`config.mk`:
```
export PLATFORM = sky130hd
export DESIGN_NAME = dcc_packet_bit_sequencer_flat
export DESIGN_NICKNAME = d
export VERILOG_FILES = /design/src/hdl/dcc_pkg.sv /design/src/hdl/dcc_ifs.sv /design/src/hdl/dcc_pkt_store.sv /design/src/hdl/dcc_seq_core.sv /design/src/hdl/dcc_packet_bit_sequencer.sv /design/src/flat_wrapper.sv
export SDC_FILE = /design/constraint.sdc
export NUM_CORES = 1
export LEC_CHECK = 0
export BUFFER_PORTS_ARGS = -buffer_cell sky130_fd_sc_hd__buf_2
export CAP_MARGIN = 20
export CORE_ASPECT_RATIO = 1.25
export CORE_MARGIN = 5
export CORE_UTILIZATION = 60
export DETAILED_ROUTE_END_ITERATION = 8
export PLACE_DENSITY = 0.78
export REMOVE_ABC_BUFFERS = 1
export SLEW_MARGIN = 20
export SYNTH_ARGS = -nofsm -noshare
export SYNTH_HDL_FRONTEND = slang
export SYNTH_SLANG_ARGS = --single-unit
```
`constraint.sdc`:
```
create_clock -name clk -period 5 [get_ports clk]
set_input_delay 1 -clock clk [delete_from_list [all_inputs] [get_ports clk]]
set_output_delay 1 -clock clk [all_outputs]
set_load 0.005 [all_outputs]
```
`src/hdl/dcc_pkg.sv`:
```
// ----------------------------------------------------------------------------
// dcc_pkg
// Shared types and constants of the DCC packet bit sequencer.
// ----------------------------------------------------------------------------
`default_nettype none

package dcc_pkg;

  localparam int PCNT_W    = 6;
  localparam int LEN_W     = 4;
  localparam int IDX_W     = 3;
  localparam int BYTE_W    = 8;
  localparam int CNT_W     = 7;
  localparam int CFG_IDX_W = 4;
  localparam int CFG_DAT_W = 8;

  localparam logic [PCNT_W-1:0] PCNT_RST   = PCNT_W'(14);
  localparam logic [LEN_W-1:0]  LEN_RST    = LEN_W'(1);
  localparam logic [CNT_W-1:0]  BYTE_TOP   = CNT_W'(7);

  localparam logic [CFG_IDX_W-1:0] REG_PREAMBLE_COUNT = CFG_IDX_W'(0);
  localparam logic [CFG_IDX_W-1:0] REG_CUTOUT_ENABLE  = CFG_IDX_W'(1);

  typedef enum logic [1:0] {
    CMD_TICK    = 2'd0,
    CMD_WRITE   = 2'd1,
    CMD_RESTART = 2'd2,
    CMD_NONE    = 2'd3
  } cmd_t;

  typedef enum logic [1:0] {
    BIT_ZERO         = 2'd0,
    BIT_ONE          = 2'd1,
    BIT_CUTOUT_START = 2'd2,
    BIT_CUTOUT       = 2'd3
  } bit_kind_t;

  typedef enum logic [1:0] {
    PH_CUTOUT   = 2'd0,
    PH_PREAMBLE = 2'd1,
    PH_DATA     = 2'd2
  } phase_t;

  typedef struct packed {
    logic [1:0] bit_kind;
    logic       packet_latched;
    logic       cutout_ended;
  } res_t;

  typedef struct packed {
    logic              wr_en;
    logic [IDX_W-1:0]  wr_idx;
    logic [BYTE_W-1:0] wr_val;
    logic [LEN_W-1:0]  wr_len;
    logic              take;
  } store_ctl_t;

endpackage

`default_nettype wire

```
`src/hdl/dcc_ifs.sv`:
```
// ----------------------------------------------------------------------------
// dcc_ifs
// Valid/ready channels of the sequencer: items in, bits out, register writes.
// ----------------------------------------------------------------------------
`default_nettype none

interface dcc_in_if import dcc_pkg::*; ();
  logic              valid;
  logic              ready;
  logic [1:0]        cmd;
  logic [IDX_W-1:0]  byte_index;
  logic [BYTE_W-1:0] byte_value;
  logic [LEN_W-1:0]  packet_length;

  modport source (output valid, cmd, byte_index, byte_value, packet_length, input ready);
  modport sink   (input valid, cmd, byte_index, byte_value, packet_length, output ready);
endinterface

interface dcc_out_if import dcc_pkg::*; ();
  logic       valid;
  logic       ready;
  logic [1:0] bit_kind;
  logic       packet_latched;
  logic       cutout_ended;

  modport source (output valid, bit_kind, packet_latched, cutout_ended, input ready);
  modport sink   (input valid, bit_kind, packet_latched, cutout_ended, output ready);
endinterface

interface dcc_cfg_if import dcc_pkg::*; ();
  logic                 valid;
  logic                 ready;
  logic [CFG_IDX_W-1:0] reg_index;
  logic [CFG_DAT_W-1:0] wr_data;

  modport source (output valid, reg_index, wr_data, input ready);
  modport sink   (input valid, reg_index, wr_data, output ready);
endinterface

`default_nettype wire

```
`src/hdl/dcc_pkt_store.sv`:
```
// ----------------------------------------------------------------------------
// dcc_pkt_store
// Pending packet written by the host and current packet being sent.
// ----------------------------------------------------------------------------
`default_nettype none

module dcc_pkt_store import dcc_pkg::*; #(
  parameter int MAX_PACKET_BYTES = 8
) (
  input  wire logic                                clk,
  input  wire logic                                rst_n,
  input  wire store_ctl_t                          ctl,
  input  wire logic [$clog2(MAX_PACKET_BYTES)-1:0] rd_pos,
  output      logic [BYTE_W-1:0]                   cur_byte,
  output      logic [LEN_W-1:0]                    cur_len
);

  localparam int POS_W = $clog2(MAX_PACKET_BYTES);
  localparam int WI_W  = (POS_W > IDX_W) ? POS_W : IDX_W;

  logic [BYTE_W-1:0] pend_r [MAX_PACKET_BYTES];
  logic [BYTE_W-1:0] cur_r  [MAX_PACKET_BYTES];
  logic [LEN_W-1:0]  pend_len_r, pend_len_nxt;
  logic [LEN_W-1:0]  cur_len_r;

  always_comb begin
    pend_len_nxt = ctl.wr_len;
    if (ctl.wr_len == '0) begin
      pend_len_nxt = LEN_W'(1);
    end else if (int'(ctl.wr_len) > MAX_PACKET_BYTES) begin
      pend_len_nxt = LEN_W'(MAX_PACKET_BYTES);
    end
  end

  always_ff @(posedge clk) begin
    for (int i = 0; i < MAX_PACKET_BYTES; i++) begin
      if (ctl.wr_en && (WI_W'(ctl.wr_idx) == WI_W'(i))) begin
        pend_r[i] <= ctl.wr_val;
      end
      if (ctl.take) begin
        cur_r[i] <= pend_r[i];
      end
    end
  end

  always_ff @(posedge clk) begin
    if (!rst_n) begin
      pend_len_r <= LEN_RST;
      cur_len_r  <= LEN_RST;
    end else begin
      if (ctl.wr_en) begin
        pend_len_r <= pend_len_nxt;
      end
      if (ctl.take) begin
        cur_len_r <= pend_len_r;
      end
    end
  end

  assign cur_byte = cur_r[rd_pos];
  assign cur_len  = cur_len_r;

endmodule

`default_nettype wire

```
`src/hdl/dcc_seq_core.sv`:
```
// ----------------------------------------------------------------------------
// dcc_seq_core
// Frame sequencer: phase, bit counter and byte position, one step per tick.
// ----------------------------------------------------------------------------
`default_nettype none

module dcc_seq_core import dcc_pkg::*; #(
  parameter int MAX_PACKET_BYTES = 8,
  parameter int CUTOUT_BITS      = 4
) (
  input  wire logic                                clk,
  input  wire logic                                rst_n,
  input  wire logic                                tick,
  input  wire logic                                restart,
  input  wire logic [PCNT_W-1:0]                   pcnt,
  input  wire logic                                cut_en,
  input  wire logic [BYTE_W-1:0]                   cur_byte,
  input  wire logic [LEN_W-1:0]                    cur_len,
  output      logic [$clog2(MAX_PACKET_BYTES)-1:0] rd_pos,
  output      logic                                take,
  output      res_t                                res
);

  localparam int POS_W = $clog2(MAX_PACKET_BYTES);
  localparam int CMP_W = (POS_W + 1 > LEN_W) ? POS_W + 1 : LEN_W;
  localparam logic signed [CNT_W-1:0] CUT_TOP = CNT_W'(CUTOUT_BITS);

  phase_t                   phase_r, phase_nxt;
  logic signed [CNT_W-1:0]  cnt_r, cnt_nxt;
  logic [POS_W-1:0]         pos_r, pos_nxt;
  logic signed [CNT_W-1:0]  pc_full, pc_less;
  logic                     last_byte;

  assign pc_full   = CNT_W'(pcnt);
  assign pc_less   = pc_full - CNT_W'(1);
  assign last_byte = (CMP_W'(pos_r) + CMP_W'(1)) >= CMP_W'(cur_len);

  always_ff @(posedge clk) begin
    if (!rst_n) begin
      phase_r <= PH_PREAMBLE;
      cnt_r   <= CNT_W'(PCNT_RST);
      pos_r   <= '0;
    end else begin
      phase_r <= phase_nxt;
      cnt_r   <= cnt_nxt;
      pos_r   <= pos_nxt;
    end
  end

  always_comb begin
    phase_nxt = phase_r;
    cnt_nxt   = cnt_r;
    pos_nxt   = pos_r;
    take      = 1'b0;
    res       = '{bit_kind: BIT_ONE, packet_latched: 1'b0, cutout_ended: 1'b0};
    if (restart) begin
      phase_nxt = PH_PREAMBLE;
      cnt_nxt   = pc_full;
    end else if (tick) begin
      unique case (phase_r)
        PH_CUTOUT: begin
          if (cnt_r == CUT_TOP) begin
            res.bit_kind = BIT_CUTOUT_START;
            cnt_nxt      = cnt_r - CNT_W'(1);
          end else if (cnt_r > 0) begin
            res.bit_kind = BIT_CUTOUT;
            cnt_nxt      = cnt_r - CNT_W'(1);
          end else begin
            phase_nxt = PH_PREAMBLE;
            cnt_nxt   = pc_less;
          end
        end
        PH_PREAMBLE: begin
          if (cnt_r > 0) begin
            res.cutout_ended = (cnt_r == pc_less) && cut_en;
            cnt_nxt          = cnt_r - CNT_W'(1);
          end else begin
            res.bit_kind       = BIT_ZERO;
            res.packet_latched = 1'b1;
            take               = 1'b1;
            phase_nxt          = PH_DATA;
            pos_nxt            = '0;
            cnt_nxt            = BYTE_TOP;
          end
        end
        default: begin
          if (cnt_r < 0) begin
            if (last_byte) begin
              phase_nxt = cut_en ? PH_CUTOUT : PH_PREAMBLE;
              cnt_nxt   = cut_en ? CUT_TOP : pc_less;
            end else begin
              res.bit_kind = BIT_ZERO;
              pos_nxt      = pos_r + POS_W'(1);
              cnt_nxt      = BYTE_TOP;
            end
          end else begin
            res.bit_kind = cur_byte[cnt_r[2:0]] ? BIT_ONE : BIT_ZERO;
            cnt_nxt      = cnt_r - CNT_W'(1);
          end
        end
      endcase
    end
  end

  assign rd_pos = pos_r;

endmodule

`default_nettype wire

```
`src/hdl/dcc_packet_bit_sequencer.sv`:
```
// ----------------------------------------------------------------------------
// dcc_packet_bit_sequencer
// DCC track bit serializer with optional cutout, top level.
// ----------------------------------------------------------------------------
// Each accepted item is one command: a bit tick returns the kind of the next
// track bit (preamble ones, start zero, data MSB first with zero separators,
// stop one, then an optional cutout), a byte write loads the pending packet,
// and a restart returns to a full preamble; writes and restarts return
// nothing. One item is accepted per clock unless the input is held; each item
// goes into the input register, and a tick's result is written into the result
// register. The result register and the input register decouple the two
// sides, so a stalled output only holds the input once both are full.
// Register writes are taken at any time and should be made while idle.
`default_nettype none

module dcc_packet_bit_sequencer import dcc_pkg::*; #(
  parameter int MAX_PACKET_BYTES = 8,
  parameter int CUTOUT_BITS      = 4
) (
  input wire logic clk,
  input wire logic rst_n,
  dcc_in_if.sink   in_ch,
  dcc_out_if.source out_ch,
  dcc_cfg_if.sink  cfg_ch
);

  localparam int POS_W = $clog2(MAX_PACKET_BYTES);

  logic              q_valid_r;
  cmd_t              q_cmd_r;
  logic [IDX_W-1:0]  q_idx_r;
  logic [BYTE_W-1:0] q_val_r;
  logic [LEN_W-1:0]  q_len_r;
  logic              proc;
  logic              out_free;

  logic              out_valid_r;
  res_t              out_res_r;

  logic [PCNT_W-1:0] pcnt_r;
  logic              cut_en_r;

  store_ctl_t        ctl;
  res_t              res;
  logic              take;
  logic [POS_W-1:0]  rd_pos;
  logic [BYTE_W-1:0] cur_byte;
  logic [LEN_W-1:0]  cur_len;

  assign out_free    = !out_valid_r || out_ch.ready;
  assign proc        = q_valid_r && (out_free || (q_cmd_r != CMD_TICK));
  assign in_ch.ready = !q_valid_r || proc;
  assign cfg_ch.ready = 1'b1;

  always_ff @(posedge clk) begin
    if (!rst_n) begin
      q_valid_r <= 1'b0;
    end else if (in_ch.ready) begin
      q_valid_r <= in_ch.valid;
    end
  end

  always_ff @(posedge clk) begin
    if (in_ch.ready && in_ch.valid) begin
      q_cmd_r <= cmd_t'(in_ch.cmd);
      q_idx_r <= in_ch.byte_index;
      q_val_r <= in_ch.byte_value;
      q_len_r <= in_ch.packet_length;
    end
  end

  always_ff @(posedge clk) begin
    if (!rst_n) begin
      pcnt_r   <= PCNT_RST;
      cut_en_r <= 1'b0;
    end else if (cfg_ch.valid) begin
      unique case (cfg_ch.reg_index)
        REG_PREAMBLE_COUNT: pcnt_r   <= cfg_ch.wr_data[PCNT_W-1:0];
        REG_CUTOUT_ENABLE:  cut_en_r <= cfg_ch.wr_data[0];
        default: ;
      endcase
    end
  end

  assign ctl = '{
    wr_en:  proc && (q_cmd_r == CMD_WRITE),
    wr_idx: q_idx_r,
    wr_val: q_val_r,
    wr_len: q_len_r,
    take:   take
  };

  dcc_seq_core #(
    .MAX_PACKET_BYTES (MAX_PACKET_BYTES),
    .CUTOUT_BITS      (CUTOUT_BITS)
  ) u_core (
    .clk      (clk),
    .rst_n    (rst_n),
    .tick     (proc && (q_cmd_r == CMD_TICK)),
    .restart  (proc && (q_cmd_r == CMD_RESTART)),
    .pcnt     (pcnt_r),
    .cut_en   (cut_en_r),
    .cur_byte (cur_byte),
    .cur_len  (cur_len),
    .rd_pos   (rd_pos),
    .take     (take),
    .res      (res)
  );

  dcc_pkt_store #(
    .MAX_PACKET_BYTES (MAX_PACKET_BYTES)
  ) u_store (
    .clk      (clk),
    .rst_n    (rst_n),
    .ctl      (ctl),
    .rd_pos   (rd_pos),
    .cur_byte (cur_byte),
    .cur_len  (cur_len)
  );

  always_ff @(posedge clk) begin
    if (!rst_n) begin
      out_valid_r <= 1'b0;
    end else if (proc && (q_cmd_r == CMD_TICK)) begin
      out_valid_r <= 1'b1;
    end else if (out_ch.ready) begin
      out_valid_r <= 1'b0;
    end
  end

  always_ff @(posedge clk) begin
    if (proc && (q_cmd_r == CMD_TICK)) begin
      out_res_r <= res;
    end
  end

  assign out_ch.valid          = out_valid_r;
  assign out_ch.bit_kind       = out_res_r.bit_kind;
  assign out_ch.packet_latched = out_res_r.packet_latched;
  assign out_ch.cutout_ended   = out_res_r.cutout_ended;

`ifndef SYNTH
  a_tick_gives_result: assert property (@(posedge clk) disable iff (!rst_n)
    (proc && (q_cmd_r == CMD_TICK)) |=> out_valid_r)
    else $error("bit tick did not load the result register");

  a_stall_only_on_full_out: assert property (@(posedge clk) disable iff (!rst_n)
    (q_valid_r && !proc) |-> (out_valid_r && !out_ch.ready))
    else $error("input stage held without a stalled result");

  a_latch_on_start_bit: assert property (@(posedge clk) disable iff (!rst_n)
    (proc && take) |=> (out_res_r.bit_kind == BIT_ZERO && out_res_r.packet_latched))
    else $error("packet taken without a start bit");

  a_ended_on_one: assert property (@(posedge clk) disable iff (!rst_n)
    (out_valid_r && out_res_r.cutout_ended) |-> (out_res_r.bit_kind == BIT_ONE && cut_en_r))
    else $error("cutout end flagged off a preamble one");
`endif

endmodule

`default_nettype wire

```
`src/flat_wrapper.sv`:
```
// flat-port wrapper written by rule: the top's interface ports become plain ports
module dcc_packet_bit_sequencer_flat import dcc_pkg::*;
#(
  parameter int MAX_PACKET_BYTES = 8,
  parameter int CUTOUT_BITS      = 4
)
  (clk, rst_n, in_ch_valid, in_ch_cmd, in_ch_byte_index, in_ch_byte_value, in_ch_packet_length, in_ch_ready, out_ch_valid, out_ch_bit_kind, out_ch_packet_latched, out_ch_cutout_ended, out_ch_ready, cfg_ch_valid, cfg_ch_reg_index, cfg_ch_wr_data, cfg_ch_ready);
  dcc_in_if in_ch_i ();
  dcc_out_if out_ch_i ();
  dcc_cfg_if cfg_ch_i ();
  input wire logic clk;
  input wire logic rst_n;
  input wire logic [$bits(in_ch_i.valid)-1:0] in_ch_valid;
  input wire logic [$bits(in_ch_i.cmd)-1:0] in_ch_cmd;
  input wire logic [$bits(in_ch_i.byte_index)-1:0] in_ch_byte_index;
  input wire logic [$bits(in_ch_i.byte_value)-1:0] in_ch_byte_value;
  input wire logic [$bits(in_ch_i.packet_length)-1:0] in_ch_packet_length;
  output wire logic [$bits(in_ch_i.ready)-1:0] in_ch_ready;
  output wire logic [$bits(out_ch_i.valid)-1:0] out_ch_valid;
  output wire logic [$bits(out_ch_i.bit_kind)-1:0] out_ch_bit_kind;
  output wire logic [$bits(out_ch_i.packet_latched)-1:0] out_ch_packet_latched;
  output wire logic [$bits(out_ch_i.cutout_ended)-1:0] out_ch_cutout_ended;
  input wire logic [$bits(out_ch_i.ready)-1:0] out_ch_ready;
  input wire logic [$bits(cfg_ch_i.valid)-1:0] cfg_ch_valid;
  input wire logic [$bits(cfg_ch_i.reg_index)-1:0] cfg_ch_reg_index;
  input wire logic [$bits(cfg_ch_i.wr_data)-1:0] cfg_ch_wr_data;
  output wire logic [$bits(cfg_ch_i.ready)-1:0] cfg_ch_ready;
  assign in_ch_i.valid = in_ch_valid;
  assign in_ch_i.cmd = in_ch_cmd;
  assign in_ch_i.byte_index = in_ch_byte_index;
  assign in_ch_i.byte_value = in_ch_byte_value;
  assign in_ch_i.packet_length = in_ch_packet_length;
  assign in_ch_ready = in_ch_i.ready;
  assign out_ch_valid = out_ch_i.valid;
  assign out_ch_bit_kind = out_ch_i.bit_kind;
  assign out_ch_packet_latched = out_ch_i.packet_latched;
  assign out_ch_cutout_ended = out_ch_i.cutout_ended;
  assign out_ch_i.ready = out_ch_ready;
  assign cfg_ch_i.valid = cfg_ch_valid;
  assign cfg_ch_i.reg_index = cfg_ch_reg_index;
  assign cfg_ch_i.wr_data = cfg_ch_wr_data;
  assign cfg_ch_ready = cfg_ch_i.ready;
  dcc_packet_bit_sequencer #(.MAX_PACKET_BYTES(MAX_PACKET_BYTES), .CUTOUT_BITS(CUTOUT_BITS)) u_core (.clk(clk), .rst_n(rst_n), .in_ch(in_ch_i), .out_ch(out_ch_i), .cfg_ch(cfg_ch_i));
endmodule
```
==> results by stage <==
Status:
- The run finished with clean final reports.

Finish:
- The fraction of final layout cells sized beyond drive strength 1 is 20.0%.
- The synthesis-to-layout area growth is 13.2%.
- Leaving out fill and tap cells, the most frequent cells in the layout are sky130_fd_sc_hd__edfxtp_1, sky130_fd_sc_hd__buf_2, sky130_fd_sc_hd__dfxtp_1, sky130_fd_sc_hd__nand2_1, sky130_fd_sc_hd__nor2_1.
- The fraction of the core area covered by cells at the end of the flow is 69.1%.
- 0 antenna diodes ended up in the layout.
- At the end of the flow, the number of nets in the layout was 533.
- Leaving out fill and tap cells, the most frequent cell in the layout is sky130_fd_sc_hd__edfxtp_1.

Logic synthesis:
- The fraction of synthesized area in multiplexers is 8.14%.
- The cell count after synthesis came out at 449.
- By area the synthesized netlist is led by sky130_fd_sc_hd__edfxtp_1, sky130_fd_sc_hd__dfxtp_1, sky130_fd_sc_hd__mux4_2.
- The area fraction in and, or, nand and nor cells after synthesis is 9.36%.
- The prevailing post-synth register cell is sky130_fd_sc_hd__edfxtp_1.
- After Yosys synthesis, XOR and XNOR cells account for 1.61% of the synthesized area.
- The number of different library cells in the post-synthesis netlist is 57.
- The register bit count reported by yosys is 181.
- Summed over its instances, the top area cell type makes up 63.1% of the synthesized netlist area.
- By area, the combinational part of the netlist is dominated by simple AND/OR/NAND/NOR gates.
- The post-synthesis area per instance is 15.8 um2.
- The synthesis warning total is 0.
- The cell area after synthesis is 7090 um2.
- The synthesized netlist devotes 5.38% of its cell area to compound gates.
- Summing the areas of all fa, ha and maj instances in the mapped netlist gives 1.41% of the synthesized area.
- The sequential share of the synthesized area is 72.2%.
- After synthesis, the share of flip-flops with an asynchronous set or reset is 0%.
- Counting flops with a built-in enable in the synthesized netlist gives about 150.
- The synthesized design spends more area on one cell type than any other, namely sky130_fd_sc_hd__edfxtp_1.

Critical path:
- Traced cell by cell, the critical path runs through inv_1 -> ha_1 -> or4b_4 -> o21a_1 -> nor3_4 -> buf_4.
- The setup path with the least slack is of type register to register.
- The kind of end point of the critical path is a register.
- The required time of the critical path is around 5.1 ns.
- The type of element launching the critical path is a register.
- The largest incremental delay on the critical path is 0.75 ns.
- Counting cells, the worst reg-to-reg path comes to 6.
- The buffer and inverter count on the worst path is 2.
- Data arrives at the worst endpoint at 3.20 ns.
- The maximum fanout along the worst path is 29.
- The largest individual stage delay along the critical path comes from the cell sky130_fd_sc_hd__nor3_4.
- The logic depth of the worst setup path including buffers is 6.
- Grouping stages by cell kind, the critical path spends the most delay in simple AND/OR/NAND/NOR gates.

Pwr:
- Power spread over the standard cell area amounts to 377 nW/um2.
- The worst-case IR drop observed on VDD is 297 uV.
- Summing internal, switching and leakage power gives 3.03 mW.
- Summed over all cells, the static leakage comes to 2.62 nW.

Detailed routing:
- The first detailed-routing pass took 4 iterations.
- The total DRC errors in the routed layout is 0.
- The average via count per standard cell is between 5 and 6.
- The starting DRC count in detailed routing is roughly 290.
- Once detail routing completed, the nets flagged for antenna violations numbered 0.
- The total via count after detailed routing is roughly 3800.
- In the final routed layout, each cell accounts on average for around 19 um.
- Summed over all layers, the routed wires come to between 10000 and 15000 um.

Clocking:
- Gates resized during post-CTS repair numbered 0.
- TritonCTS built the clock tree.
- The number of buffers added to fix hold violations after cts is 0.
- The post-CTS setup repair buffer count is 0.
- The CTS H-tree depth is 4.
- The clock tree buffer depth is 2.
- For the worst-skew pair, the clock arrives at the later sink with an insertion delay of 0.42 ns.
- The clock buffer count from CTS is 17.
- The clock-pin slew on the worst setup and hold paths is around 0.060 ns.
- The root cell of the clock tree is sky130_fd_sc_hd__clkbuf_16.
- CTS saw 181 sinks.

Floorplanning:
- The die footprint is 14100 um2.
- The die height is 132 um.
- The starting utilization of the core area is between 60% and 70%.
- The x dimension of the die is 107 um.
- 41 I/O pins were placed.
- Row generation in the floorplan step produced 44 rows.
- The floorplan step defined a core boundary enclosing about 12000 um2.

Placed design:
- The final weighted congestion in routability-driven placement is 0.905.
- The final HPWL from detailed placement is 7770 um.
- During placement, the flow inserted port buffers numbering 37.

GRT:
- The initial antenna violation count was 0.
- The total overflow reported by the global router is 0.
- The first-pass GRT wire length is 20200 um.
- Entering global routing, the biggest net connects 32 pins.
- Global routing used 19.1% of the available tracks.
- The via count of the first global-routing pass is 3908.

Timing:
- The number of pins exceeding their max-slew limit in the final report is 0.
- Setup repair after global routing left no endpoint under its margin.
- The worst-case headroom to the max-slew limit is between 20% and 30%.
- The post-layout minimum cycle time is 3.11 ns.
- The clock skew is approximately 0.0063 ns.
- In the final timing run, aggregate negative setup slack is 0 ns.
- The actual transition at the worst max-transition pin is between 1 and 1.5 ns.
- Timing would allow up to between 300 and 400 MHz.
- The portion of the clock cycle consumed by the worst path in the final layout is 62.3%.
- The hold violation total from the final report is 0.
- Setup violations remaining at the end of the flow were counted as 0.

Min path:
- The worst hold path passes through 0 cells.
- The worst min-delay path class is register to register.

Job:
- Max-cap violations in this run came to 0.
[sequential cells by signal, summed over array words and instances, names as in the netlist, named ones only]
register and cells:
u_core.q_idx_r 3, u_core.pcnt_r 6, u_core.u_core.phase_r 2, u_core.q_len_r 4, u_core.q_valid_r 1, u_core.u_store.cur_r 64
u_core.out_ch.packet_latched 1, u_core.u_store.pend_r 64, u_core.q_val_r 8, u_core.u_core.rd_pos 3, u_core.cut_en_r 1, u_core.out_ch.cutout_ended 1
u_core.u_core.cnt_r 7, u_core.u_store.cur_len 4, u_core.out_ch.valid 1, u_core.out_ch.bit_kind 2, u_core.u_store.pend_len_r 4, u_core.q_cmd_r 2
[metal layers]
| layer | up-vias | global-route usage (%) | share of wire, % |
|---|---|---|---|
| li1 | 1803 | - | - |
| met1 | 1878 | 23.8 | 41 |
| met2 | 96 | 31.7 | 53 |
| met3 | 19 | 5.40 | 4.6 |
| met4 | 0 | 7.60 | 1.5 |
| met5 | - | 0 | 0 |
[area by class of cell]
type / count / area, um2
multi-input combinational: 237 / 1850
fill: 760 / 3590
clock buffer: 19 / 433
tap: 161 / 201
clock inverter: 13 / 158
timing repair buffer: 42 / 223
sequential: 181 / 5110
inverter: 12 / 45.0
[where the power goes]
group	internal [mW]	switching [mW]	total (mW)
Combinational	0.0256	0.0293	0.0549
Clock	0.784	0.535	1.32
Sequential	1.64	0.0178	1.65
[cells in the mapped netlist, types with 2 or more instances]
cell type	number
sky130_fd_sc_hd__a211oi_1	8
sky130_fd_sc_hd__a21oi_1	9
sky130_fd_sc_hd__and3_1	2
sky130_fd_sc_hd__buf_2	4
sky130_fd_sc_hd__clkbuf_1	13
sky130_fd_sc_hd__clkinv_1	2
sky130_fd_sc_hd__dfxtp_1	32
sky130_fd_sc_hd__edfxtp_1	149
sky130_fd_sc_hd__ha_1	8
sky130_fd_sc_hd__inv_1	10
sky130_fd_sc_hd__mux2_2	3
sky130_fd_sc_hd__mux2i_1	16
sky130_fd_sc_hd__mux4_2	17
sky130_fd_sc_hd__nand2_1	27
sky130_fd_sc_hd__nand2b_1	6
sky130_fd_sc_hd__nand3_1	5
sky130_fd_sc_hd__nand3b_1	2
sky130_fd_sc_hd__nor2_1	24
sky130_fd_sc_hd__nor2b_1	21
sky130_fd_sc_hd__nor3_1	14
sky130_fd_sc_hd__nor3b_1	4
sky130_fd_sc_hd__nor4_1	6
sky130_fd_sc_hd__o211ai_1	2
sky130_fd_sc_hd__o21a_1	3
sky130_fd_sc_hd__o21ai_0	14
sky130_fd_sc_hd__o21ai_1	2
sky130_fd_sc_hd__o311a_1	2
sky130_fd_sc_hd__o311ai_0	2
sky130_fd_sc_hd__o31ai_1	2
sky130_fd_sc_hd__or3_1	2
sky130_fd_sc_hd__xnor2_1	10
sky130_fd_sc_hd__xor2_1	3
[path summary, 6_finish.rpt]
kind / startpoint / to / slack (ns)
min: u_core.u_store.pend_r[0][9]$_DFFE_PP_ / u_core.u_store.cur_r[1][1]$_DFFE_PP_ / 0.41
max reg2reg: u_core.u_core.cnt_r[1]$_SDFFE_PN1P_ / u_core.u_store.cur_r[4][5]$_DFFE_PP_ / 1.89
max: u_core.u_core.cnt_r[1]$_SDFFE_PN1P_ / u_core.u_store.cur_r[4][5]$_DFFE_PP_ / 1.89
min reg2reg: u_core.u_store.pend_r[0][9]$_DFFE_PP_ / u_core.u_store.cur_r[1][1]$_DFFE_PP_ / 0.41
[kinds of logic after synthesis]
family	Yosys count
simple gates	123
compound gates	56
other cells	1
buf+inv	31
fa+ha+maj	8
xor+xnor	13
mux	36
flops	181
[stage by stage]
| stage | cells | cell area [um2] | worst slack (ns) | hold WS [ns] |
|---|---|---|---|---|
| 2_1_floorplan | 430 | 7000 | 1.33 | 0.400 |
| 3_3_place_gp | 633 | 7430 | 1.83 | 0.401 |
| 3_5_place_dp | 633 | 7430 | 1.78 | 0.405 |
| 4_1_cts | 665 | 8020 | 1.88 | 0.417 |
| 5_1_grt | 665 | 8020 | 1.69 | 0.422 |
| 6_report | 665 | 8020 | 1.89 | 0.415 |
[worst reg2reg max path, stage by stage, from the launching register on]
cell,delay [ns]
sky130_fd_sc_hd__dfxtp_1,0.43
sky130_fd_sc_hd__inv_1,0.15
sky130_fd_sc_hd__ha_1,0.15
sky130_fd_sc_hd__or4b_4,0.50
sky130_fd_sc_hd__o21a_1,0.33
sky130_fd_sc_hd__nor3_4,0.75
sky130_fd_sc_hd__buf_4,0.47
No activity file was read; power rests on OpenSTA's default activity.
